$ cat config.mk
export PLATFORM = sky130hd
export DESIGN_NAME = qam_slicer_diff_descrambler_unit
export DESIGN_NICKNAME = d
export VERILOG_FILES = /design/src/rtl/qsdd_pkg.sv /design/src/rtl/qsdd_slicer.sv /design/src/rtl/qsdd_decoder.sv /design/src/rtl/qsdd_serializer.sv /design/src/rtl/qam_slicer_diff_descrambler_unit.sv
export VERILOG_INCLUDE_DIRS = /design/src /design/src/rtl
export SDC_FILE = /design/constraint.sdc
export NUM_CORES = 1
export LEC_CHECK = 0
export BUFFER_PORTS_ARGS = -buffer_cell sky130_fd_sc_hd__buf_2
export CAP_MARGIN = 20
export CORE_MARGIN = 5
export CORE_UTILIZATION = 50
export CTS_CLUSTER_SIZE = 12
export DETAILED_ROUTE_END_ITERATION = 12
export PLACE_DENSITY = 0.66
export SYNTH_ARGS = -nofsm -noshare
export SYNTH_HDL_FRONTEND = slang
export SYNTH_SLANG_ARGS = --single-unit
$ cat constraint.sdc
create_clock -name i_clk -period 23.6 [get_ports i_clk]
set_clock_uncertainty 0.05 [all_clocks]
set_input_delay 2.36 -clock i_clk [delete_from_list [all_inputs] [get_ports i_clk]]
set_output_delay 2.36 -clock i_clk [all_outputs]
set_load 0.01 [all_outputs]
$ cat src/rtl/qam_slicer_diff_descrambler_unit_assert.svh
// Assertion macros shared by the slicer / descrambler RTL.
`ifndef QAM_SLICER_DIFF_DESCRAMBLER_UNIT_ASSERT_SVH
`define QAM_SLICER_DIFF_DESCRAMBLER_UNIT_ASSERT_SVH

// Same-cycle implication, disabled while reset is asserted
`define QSDD_ASSERT_NOW(lbl, clk, rst_n, ante, cons, msg) \
    lbl: assert property (@(posedge clk) disable iff (!rst_n) (ante) |-> (cons)) \
        else $error(msg);

// Next-cycle implication, disabled while reset is asserted
`define QSDD_ASSERT_NEXT(lbl, clk, rst_n, ante, cons, msg) \
    lbl: assert property (@(posedge clk) disable iff (!rst_n) (ante) |=> (cons)) \
        else $error(msg);

`endif

$ cat src/rtl/qsdd_pkg.sv
// Shared types, constants and helper functions for the QAM slicer / descrambler.
`timescale 1ns / 1ps
`default_nettype none

package qsdd_pkg;

    // Rate mode codes
    localparam logic [1:0] RATE_4800 = 2'd0;
    localparam logic [1:0] RATE_7200 = 2'd1;
    localparam logic [1:0] RATE_9600 = 2'd2;

    // Slicer grid: 50 cells per axis, cell i centered at (2i-49)/10
    localparam logic [5:0]         CELL_MAX    = 6'd49;
    localparam logic signed [12:0] CELL_SHIFT  = 13'sd1280; // offset of 5.0 in Q4.8
    localparam logic signed [7:0]  CENTER_OFFS = 8'sd49;

    // Descrambler taps (x^-18 and x^-23) and history length
    localparam int HIST_W = 23;
    localparam int TAP_A  = 17;
    localparam int TAP_B  = 22;

    // Request payloads
    typedef struct packed {
        logic signed [11:0] symbol_re;
        logic signed [11:0] symbol_im;
        logic               deliver;
    } t_in_item;

    typedef struct packed {
        logic data_bit;
        logic last_bit;
    } t_out_item;

    // Cell center in tenths, and nearest-point score
    typedef logic signed [6:0] t_coord;
    typedef logic signed [9:0] t_score;

    // Slicer -> decoder
    typedef struct packed {
        logic [3:0] point16;
        logic [1:0] point4;
        logic       deliver;
    } t_slice;

    // Decoder -> serializer: left-aligned bits, MSB goes out first
    typedef struct packed {
        logic [3:0] bits;
        logic [2:0] count;
    } t_bits;

    // 16-point constellation
    localparam logic signed [3:0] PT_RE [16] =
        '{4'sd3, 4'sd1, 4'sd0, -4'sd1, -4'sd3, -4'sd1, 4'sd0, 4'sd1,
          4'sd5, 4'sd3, 4'sd0, -4'sd3, -4'sd5, -4'sd3, 4'sd0, 4'sd3};
    localparam logic signed [3:0] PT_IM [16] =
        '{4'sd0, 4'sd1, 4'sd3, 4'sd1, 4'sd0, -4'sd1, -4'sd3, -4'sd1,
          4'sd0, 4'sd3, 4'sd5, 4'sd3, 4'sd0, -4'sd3, -4'sd5, -4'sd3};
    // 5 * |p|^2 per point
    localparam t_score PT_R2X5 [16] =
        '{10'sd45, 10'sd10, 10'sd45, 10'sd10, 10'sd45, 10'sd10, 10'sd45, 10'sd10,
          10'sd125, 10'sd90, 10'sd125, 10'sd90, 10'sd125, 10'sd90, 10'sd125, 10'sd90};

    // Phase step Gray tables
    localparam logic [2:0] GRAY8 [8] = '{3'd1, 3'd0, 3'd2, 3'd3, 3'd7, 3'd6, 3'd4, 3'd5};
    localparam logic [1:0] GRAY4 [4] = '{2'd0, 2'd1, 2'd3, 2'd2};

    // floor((v+5)*5) clamped to 0..49, returned as cell center 2*cell-49
    function automatic t_coord cell_center(input logic signed [11:0] raw);
        logic signed [12:0] shifted;
        logic signed [15:0] scaled;
        logic [5:0]         grid_idx;
        shifted = 13'(raw) + CELL_SHIFT;
        scaled  = (16'(shifted) <<< 2) + 16'(shifted);
        if (scaled[15]) begin
            grid_idx = '0;
        end else if (scaled[14:8] > 7'(CELL_MAX)) begin
            grid_idx = CELL_MAX;
        end else begin
            grid_idx = scaled[13:8];
        end
        return t_coord'($signed({1'b0, grid_idx, 1'b0}) - CENTER_OFFS);
    endfunction

    // Squared distance to point k, less the common x^2+y^2 term, divided by 20
    function automatic t_score point_score(input logic [3:0] k, input t_coord x,
                                           input t_coord y);
        t_score ax;
        t_score by;
        ax = 10'(PT_RE[k]) * 10'(x);
        by = 10'(PT_IM[k]) * 10'(y);
        return PT_R2X5[k] - ax - by;
    endfunction

endpackage

`default_nettype wire

$ cat src/rtl/qsdd_slicer.sv
// Three-stage slicer: grid cell, per-point scores, nearest-point tree.
`timescale 1ns / 1ps
`default_nettype none

module qsdd_slicer import qsdd_pkg::*; (
    input  logic     i_clk,
    input  logic     i_rst_n,
    input  logic     i_valid,
    output logic     o_ready,
    input  t_in_item i_item,
    output logic     o_valid,
    input  logic     i_ready,
    output t_slice   o_slice
);

    // stage 1: cell centers and quadrant decision
    logic       r_v1;
    t_coord     r_x;
    t_coord     r_y;
    logic [1:0] r_q1;
    logic       r_d1;
    t_coord     n_x;
    t_coord     n_y;
    logic [1:0] n_q1;
    // stage 2: scores
    logic       r_v2;
    t_score     r_score [16];
    t_score     n_score [16];
    logic [1:0] r_q2;
    logic       r_d2;
    // stage 3: chosen point
    logic       r_v3;
    t_slice     r_slice;
    t_slice     n_slice;
    // comparison tree
    t_score     s8 [8];
    logic [3:0] i8 [8];
    t_score     s4 [4];
    logic [3:0] i4 [4];
    t_score     s2 [2];
    logic [3:0] i2 [2];
    logic [3:0] best;
    logic       load1;
    logic       load2;
    logic       load3;
    logic       b1;
    logic       b2;
    logic signed [12:0] diag_sum;

    // pipeline advance
    assign load3   = !r_v3 || i_ready;
    assign load2   = !r_v2 || load3;
    assign load1   = !r_v1 || load2;
    assign o_ready = load1;
    assign o_valid = r_v3;
    assign o_slice = r_slice;

    // stage 1 logic: quadrant from the two diagonals (4800)
    always_comb begin
        n_x      = cell_center(i_item.symbol_re);
        n_y      = cell_center(i_item.symbol_im);
        diag_sum = 13'(i_item.symbol_re) + 13'(i_item.symbol_im);
        b1       = i_item.symbol_im > i_item.symbol_re;
        b2       = diag_sum[12];
        n_q1     = {b2, b1 ^ b2};
    end

    // stage 2 logic: one score per constellation point
    always_comb begin
        for (int k = 0; k < 16; k++) begin
            n_score[k] = point_score(4'(k), r_x, r_y);
        end
    end

    // stage 3 logic: minimum score, ties go to the higher index
    always_comb begin
        for (int k = 0; k < 8; k++) begin
            if (r_score[2*k+1] <= r_score[2*k]) begin
                s8[k] = r_score[2*k+1];
                i8[k] = 4'(2*k+1);
            end else begin
                s8[k] = r_score[2*k];
                i8[k] = 4'(2*k);
            end
        end
        for (int k = 0; k < 4; k++) begin
            if (s8[2*k+1] <= s8[2*k]) begin
                s4[k] = s8[2*k+1];
                i4[k] = i8[2*k+1];
            end else begin
                s4[k] = s8[2*k];
                i4[k] = i8[2*k];
            end
        end
        for (int k = 0; k < 2; k++) begin
            if (s4[2*k+1] <= s4[2*k]) begin
                s2[k] = s4[2*k+1];
                i2[k] = i4[2*k+1];
            end else begin
                s2[k] = s4[2*k];
                i2[k] = i4[2*k];
            end
        end
        best = (s2[1] <= s2[0]) ? i2[1] : i2[0];
        n_slice.point16 = best;
        n_slice.point4  = r_q2;
        n_slice.deliver = r_d2;
    end

    // valid bits
    always_ff @(posedge i_clk) begin
        if (!i_rst_n) begin
            r_v1 <= 1'b0;
            r_v2 <= 1'b0;
            r_v3 <= 1'b0;
        end else begin
            if (load1) r_v1 <= i_valid;
            if (load2) r_v2 <= r_v1;
            if (load3) r_v3 <= r_v2;
        end
    end

    // payload registers
    always_ff @(posedge i_clk) begin
        if (load1) begin
            r_x  <= n_x;
            r_y  <= n_y;
            r_q1 <= n_q1;
            r_d1 <= i_item.deliver;
        end
        if (load2) begin
            r_score <= n_score;
            r_q2    <= r_q1;
            r_d2    <= r_d1;
        end
        if (load3) begin
            r_slice <= n_slice;
        end
    end

endmodule

`default_nettype wire

$ cat src/rtl/qsdd_decoder.sv
// Differential Gray decode and self-synchronizing descrambler.
`timescale 1ns / 1ps
`default_nettype none

module qsdd_decoder import qsdd_pkg::*; (
    input  logic       i_clk,
    input  logic       i_rst_n,
    input  logic [1:0] i_rate_mode,
    input  logic       i_valid,
    output logic       o_ready,
    input  t_slice     i_slice,
    output logic       o_valid,
    input  logic       i_ready,
    output t_bits      o_bits
);

    logic [3:0]        r_prev;
    logic [3:0]        n_prev;
    logic [HIST_W-1:0] r_hist;
    logic [HIST_W-1:0] n_hist;
    logic [3:0]        point;
    logic [2:0]        diff8;
    logic [1:0]        diff4;
    logic [3:0]        raw;
    logic [3:0]        descr;
    logic [2:0]        count;
    logic              update;

    // phase step decode per rate
    always_comb begin
        point  = r_prev;
        diff8  = '0;
        diff4  = '0;
        raw    = '0;
        count  = '0;
        case (i_rate_mode)
            RATE_9600: begin
                point = i_slice.point16;
                diff8 = point[2:0] - r_prev[2:0];
                raw   = {point[3], GRAY8[diff8]};
                count = 3'd4;
            end
            RATE_7200: begin
                point = {1'b0, i_slice.point16[2:0]};
                diff8 = point[2:0] - r_prev[2:0];
                raw   = {GRAY8[diff8], 1'b0};
                count = 3'd3;
            end
            RATE_4800: begin
                point = {2'b00, i_slice.point4};
                diff4 = point[1:0] - r_prev[1:0];
                raw   = {GRAY4[diff4], 2'b00};
                count = 3'd2;
            end
            default: begin
                // unused code: symbol dropped, state kept
                point = r_prev;
                count = '0;
            end
        endcase
        n_prev = point;
    end

    // descramble up to four bits, MSB first
    always_comb begin
        n_hist = r_hist;
        descr  = '0;
        for (int k = 0; k < 4; k++) begin
            if (3'(k) < count) begin
                descr[3-k] = raw[3-k] ^ n_hist[TAP_A] ^ n_hist[TAP_B];
                n_hist     = {n_hist[HIST_W-2:0], raw[3-k]};
            end
        end
    end

    // handshake: training symbols need no room downstream
    assign o_bits.bits  = descr;
    assign o_bits.count = i_slice.deliver ? count : 3'd0;
    assign o_valid      = i_valid && (o_bits.count != 3'd0);
    assign o_ready      = (o_bits.count == 3'd0) || i_ready;
    assign update       = i_valid && o_ready;

    // previous point and descrambler history
    always_ff @(posedge i_clk) begin
        if (!i_rst_n) begin
            r_prev <= '0;
            r_hist <= '0;
        end else if (update) begin
            r_prev <= n_prev;
            r_hist <= n_hist;
        end
    end

endmodule

`default_nettype wire

$ cat src/rtl/qsdd_serializer.sv
// Output register that sends one symbol's bits one per cycle while i_stall is low.
`timescale 1ns / 1ps
`default_nettype none

module qsdd_serializer import qsdd_pkg::*; (
    input  logic      i_clk,
    input  logic      i_rst_n,
    input  logic      i_valid,
    output logic      o_ready,
    input  t_bits     i_bits,
    output logic      o_valid,
    input  logic      i_stall,
    output t_out_item o_item
);

    logic [3:0] r_bits;
    logic [3:0] n_bits;
    logic [2:0] r_cnt;
    logic [2:0] n_cnt;
    logic       take;
    logic       load;

    // reload as the last bit leaves
    assign take    = (r_cnt != 3'd0) && !i_stall;
    assign o_ready = (r_cnt == 3'd0) || ((r_cnt == 3'd1) && !i_stall);
    assign load    = i_valid && o_ready;

    always_comb begin
        n_bits = r_bits;
        n_cnt  = r_cnt;
        if (load) begin
            n_bits = i_bits.bits;
            n_cnt  = i_bits.count;
        end else if (take) begin
            n_bits = {r_bits[2:0], 1'b0};
            n_cnt  = r_cnt - 3'd1;
        end
    end

    always_ff @(posedge i_clk) begin
        if (!i_rst_n) begin
            r_cnt <= '0;
        end else begin
            r_cnt <= n_cnt;
        end
    end

    always_ff @(posedge i_clk) begin
        r_bits <= n_bits;
    end

    // output request
    assign o_valid         = r_cnt != 3'd0;
    assign o_item.data_bit = r_bits[3];
    assign o_item.last_bit = r_cnt == 3'd1;

endmodule

`default_nettype wire

$ cat src/rtl/qam_slicer_diff_descrambler_unit.sv
// Top level of the QAM symbol slicer, differential decoder and descrambler.
// The block takes one equalized Q4.8 symbol per request and returns its
// descrambled bits as one request per bit, with last_bit marking the final
// bit of a symbol (4 bits at 9600, 3 at 7200, 2 at 4800). A symbol can be
// taken every cycle while o_in_stall is low, into a three-stage slicer pipeline
// (grid cell, point scores, nearest-point tree); the serial output register
// then sets the sustained rate, as it sends each symbol's bits one at a time
// (9600, 7200 and 4800 bit/s). Symbols with deliver at 0, or taken while the
// rate code is the unused one, put no bits in it. A symbol's first bit
// leaves through the three slicer stages and then the serial output register.
// rate_mode is written over the config port, which is always ready, and must
// only change while no symbol is in flight.
`timescale 1ns / 1ps
`default_nettype none
`include "qam_slicer_diff_descrambler_unit_assert.svh"

module qam_slicer_diff_descrambler_unit import qsdd_pkg::*; (
    input  logic       i_clk,
    input  logic       i_rst_n,
    // symbol requests
    input  logic       i_in_valid,
    output logic       o_in_stall,
    input  t_in_item   i_in_item,
    // bit requests
    output logic       o_out_valid,
    input  logic       i_out_stall,
    output t_out_item  o_out_item,
    // rate_mode register
    input  logic       i_cfg_valid,
    output logic       o_cfg_ready,
    input  logic [1:0] i_cfg_data
);

    logic [1:0] r_rate_mode;
    logic       slc_ready;
    logic       slc_valid;
    t_slice     slc_out;
    logic       dec_ready;
    logic       dec_valid;
    t_bits      dec_bits;
    logic       ser_ready;

    // configuration register
    assign o_cfg_ready = 1'b1;

    always_ff @(posedge i_clk) begin
        if (!i_rst_n) begin
            r_rate_mode <= RATE_9600;
        end else if (i_cfg_valid && o_cfg_ready) begin
            r_rate_mode <= i_cfg_data;
        end
    end

    assign o_in_stall = !slc_ready;

    qsdd_slicer u_slicer (
        .i_clk   (i_clk),
        .i_rst_n (i_rst_n),
        .i_valid (i_in_valid),
        .o_ready (slc_ready),
        .i_item  (i_in_item),
        .o_valid (slc_valid),
        .i_ready (dec_ready),
        .o_slice (slc_out)
    );

    qsdd_decoder u_decoder (
        .i_clk       (i_clk),
        .i_rst_n     (i_rst_n),
        .i_rate_mode (r_rate_mode),
        .i_valid     (slc_valid),
        .o_ready     (dec_ready),
        .i_slice     (slc_out),
        .o_valid     (dec_valid),
        .i_ready     (ser_ready),
        .o_bits      (dec_bits)
    );

    qsdd_serializer u_serializer (
        .i_clk   (i_clk),
        .i_rst_n (i_rst_n),
        .i_valid (dec_valid),
        .o_ready (ser_ready),
        .i_bits  (dec_bits),
        .o_valid (o_out_valid),
        .i_stall (i_out_stall),
        .o_item  (o_out_item)
    );

    // input only backs up behind a busy output register
    `QSDD_ASSERT_NOW(a_stall_needs_output, i_clk, i_rst_n, o_in_stall, o_out_valid,
        "input stalled with idle output")
    // bit count per symbol follows the rate
    `QSDD_ASSERT_NOW(a_count_matches_rate, i_clk, i_rst_n, dec_valid,
        (r_rate_mode == RATE_9600 && dec_bits.count == 3'd4) ||
        (r_rate_mode == RATE_7200 && dec_bits.count == 3'd3) ||
        (r_rate_mode == RATE_4800 && dec_bits.count == 3'd2),
        "bit count does not match rate")
    // a symbol's bits go out without gaps
    `QSDD_ASSERT_NEXT(a_no_gap_in_symbol, i_clk, i_rst_n,
        o_out_valid && !i_out_stall && !o_out_item.last_bit, o_out_valid,
        "gap inside a symbol")

endmodule

`default_nettype wire
==> reports/metrics.cfg <==
[synth]
netlist_instances = 2067
synth.avg_cell_area_sq_um = 9.58
synth_flop_cell = edfxtp_1
synth_top_area_share_pct = 23.7
yosysSeqAreaShare_pct = 27.1
synth_area_leaders = edfxtp_1, ha_1, xnor2_1, mux2i_1, inv_1
synth_cell_types = 76
yosys.area.top_type = edfxtp_1
async_flop_share_pct = 0
ys_ff_latch = 190
ys.warnings.count = 0
synth_edf_count = 156
synth_nets = 2480
syn_area_sq_um = 19800

[floorplan]
coreArea_sq_um = 39500
ios = 37
fp.dieArea_sq_um = 43700
die_w_um = 209
rows = 73
initial_core_util_pct = 50.2
die_y_um = 209

[routing]
avgRoutedWirePerCell_um = 19.2
drtIter0Drc = 849
via_per_inst = 5.69
final_antenna_net_count = 0
first_pass_iters = 5
vias = 15000
drt_wl_total_mm = 50.5
route.detailed.drc = 0

[clock_network]
cts_tree = yes
clockRootBuffer = clkbuf_16
insertion_delay_ns = 0.47
cts_hold_buf = 0
htreeDepth = 4
cts_buffers = 17
post_cts_buffers = 0
cts.sinks = 190
clk_pin_slew_ns = 0.08
cts.path.max_buffers = 2
post_cts_resized = 0

[grt]
overflow = 0
grt_use_total_pct = 22.7
grt_pass1_vias = 14400
busiest_layer = met2
met3_usage_pct = 3.32
groute.layer.met2.usage_pct = 37.4
antenna_found_initial = 0
grt_pass1_wl_mm = 78.2
grtUsageMet1_pct = 31.3
grt_max_degree = 58

[timing]
hold_ws_ns = 0.362
tns_ns = 0
slew_headroom_pct = 31.4
report.final.hold_viol_count = 0
fin_crit_sh_pct = 39.8
min_period_ns = 9.38
rsz0062_at_grt = no
max_freq_mhz = 107
setup_viol_count_final = 0
tightest_slew_ns = 1.03
drv_slew = 0

[place]
hpwl_mm = 41.6
gp_congestion = 0.952
io_buffers = 35

[critical_path]
crit_family = compound AO/OA/AOI/OAI gates
cp_slowest_stage_delay_ns = 0.80
critPathMaxFanout = 19
crit_path_end_kind = register
crit_cells = 36
r2r-start = u_slicer.r_score[152]
cp-start-kind = register
critPathRequiredTime_ns = 23.75
slowest_stage = a21oi_2
reg2reg_to = u_slicer.o_slice[3]
arrival_ns = 9.53
cp-startpoint = u_slicer.r_score[152]
crit_end = u_slicer.o_slice[3]
cp_common_cell = o21a_1
r2r_cells = 36
rrSetupSlack_ns = 14.22
critPathBufInv = 1
worstSetupPathType = reg -> reg

[layout]
finalCoreUtilization_pct = 53.7
final_common_cell = ha_1
finalNetCount = 2502
area_delta_synth_final_pct = 6.97
most-common-layout-cells = ha_1, inv_1, edfxtp_1
final_layout_size_suffix_gt1_share_pct = 6.57
diodes = 0

[job]
max-cap-violations = 0

[hold_path]
min-delay-path-class = reg -> reg

[status]
outcome = finished, final reports clean

-- cell usage after synthesis, types with 4 or more instances --
library cell,number
mux4_2,20
o21bai_1,33
or2_2,4
fa_1,23
o22ai_1,4
a22oi_1,6
ha_1,358
nand2b_1,22
nor3b_1,4
a211oi_1,7
o21ai_0,62
a21o_1,51
buf_1,5
and3_1,10
nor2_1,121
edfxtp_1,156
inv_1,268
mux2_2,10
and4_1,8
clkbuf_1,36
nand2_1,99
nand4_1,25
xnor2_1,124
nand3_1,19
o21ai_1,11
nor2b_1,26
dfxtp_1,34
a21oi_1,146
a21boi_0,5
o21a_1,51
xor2_1,72
or3_1,4
nor3_1,21
a2111oi_0,5
o211a_1,24
o211ai_1,16
a31oi_1,8
and2_1,4
nand3b_1,4
mux2i_1,105
-- state kept, by name (all words and copies together) (netlist names), 3 cells and up --
name                 flops
u_slicer.r_score       127
u_slicer.o_slice         7
u_slicer.r_x             6
u_serializer.r_bits      4
u_slicer.r_y             6
u_decoder.r_prev         3
u_decoder.r_hist        23
u_serializer.r_cnt       3
-- final cells by class --
class	instances	area (sq um)
clock buffer	17	425
clock inverter	15	166
fill	3552	18300
inverter	269	1010
multi-input combinational	1559	13200
sequential	190	5370
tap	525	657
timing repair buffer	52	323
-- worst min-delay path by stage --
stage	start	end	cells after the start
2_1_floorplan	u_slicer.r_d2	u_slicer.o_slice[0]	0
3_3_place_gp	u_slicer.r_q1[1]	u_slicer.r_q2[1]	0
3_5_place_dp	u_slicer.r_d2	u_slicer.o_slice[0]	0
4_1_cts	u_slicer.r_d2	u_slicer.o_slice[0]	0
5_1_grt	u_slicer.r_q1[1]	u_slicer.r_q2[1]	0
6_report	u_slicer.r_d2	u_slicer.o_slice[0]	0
-- stage by stage --
stage	setup slack, ns	instance area, sq um	cells
floorplan	14.77	19800	2067
global placement	14.52	20600	2594
detailed placement	14.47	20600	2594
CTS	14.43	21200	2626
global route	13.67	21200	2627
finish	14.22	21200	2627
-- per-layer routing --
metal | share of wire [%] | vias up
met3 | 5.1 | 51
met1 | 46 | 7219
met2 | 47 | 308
li1 | - | 7376
met5 | 0 | -
met4 | 2.2 | 0
-- logic make-up after synthesis --
family / after synthesis / share of synthesized area (%)
multiplexers: 137 / 8.33
AND/OR/NAND/NOR: 380 / 9.25
flip-flops: 190 / 27.1
buffers and inverters: 318 / 6.18
XOR/XNOR: 196 / 8.67
other: 1 / 0.0189
AO/OA/AOI/OAI: 462 / 15.4
adder cells (fa/ha/maj): 383 / 25.0
-- worst register-to-register path: cells and delay by family (launching register included) --
kind,cells,cell delay (ns)
AO/OA/AOI/OAI,21,4.88
AND/OR/NAND/NOR,9,1.74
buffers and inverters,1,0.16
adder cells (fa/ha/maj),4,1.49
flip-flops,1,0.41
multiplexers,1,0.36
Power is not shown: default switching activity piles up to over one toggle a cycle in this logic, so the estimate is an artifact.
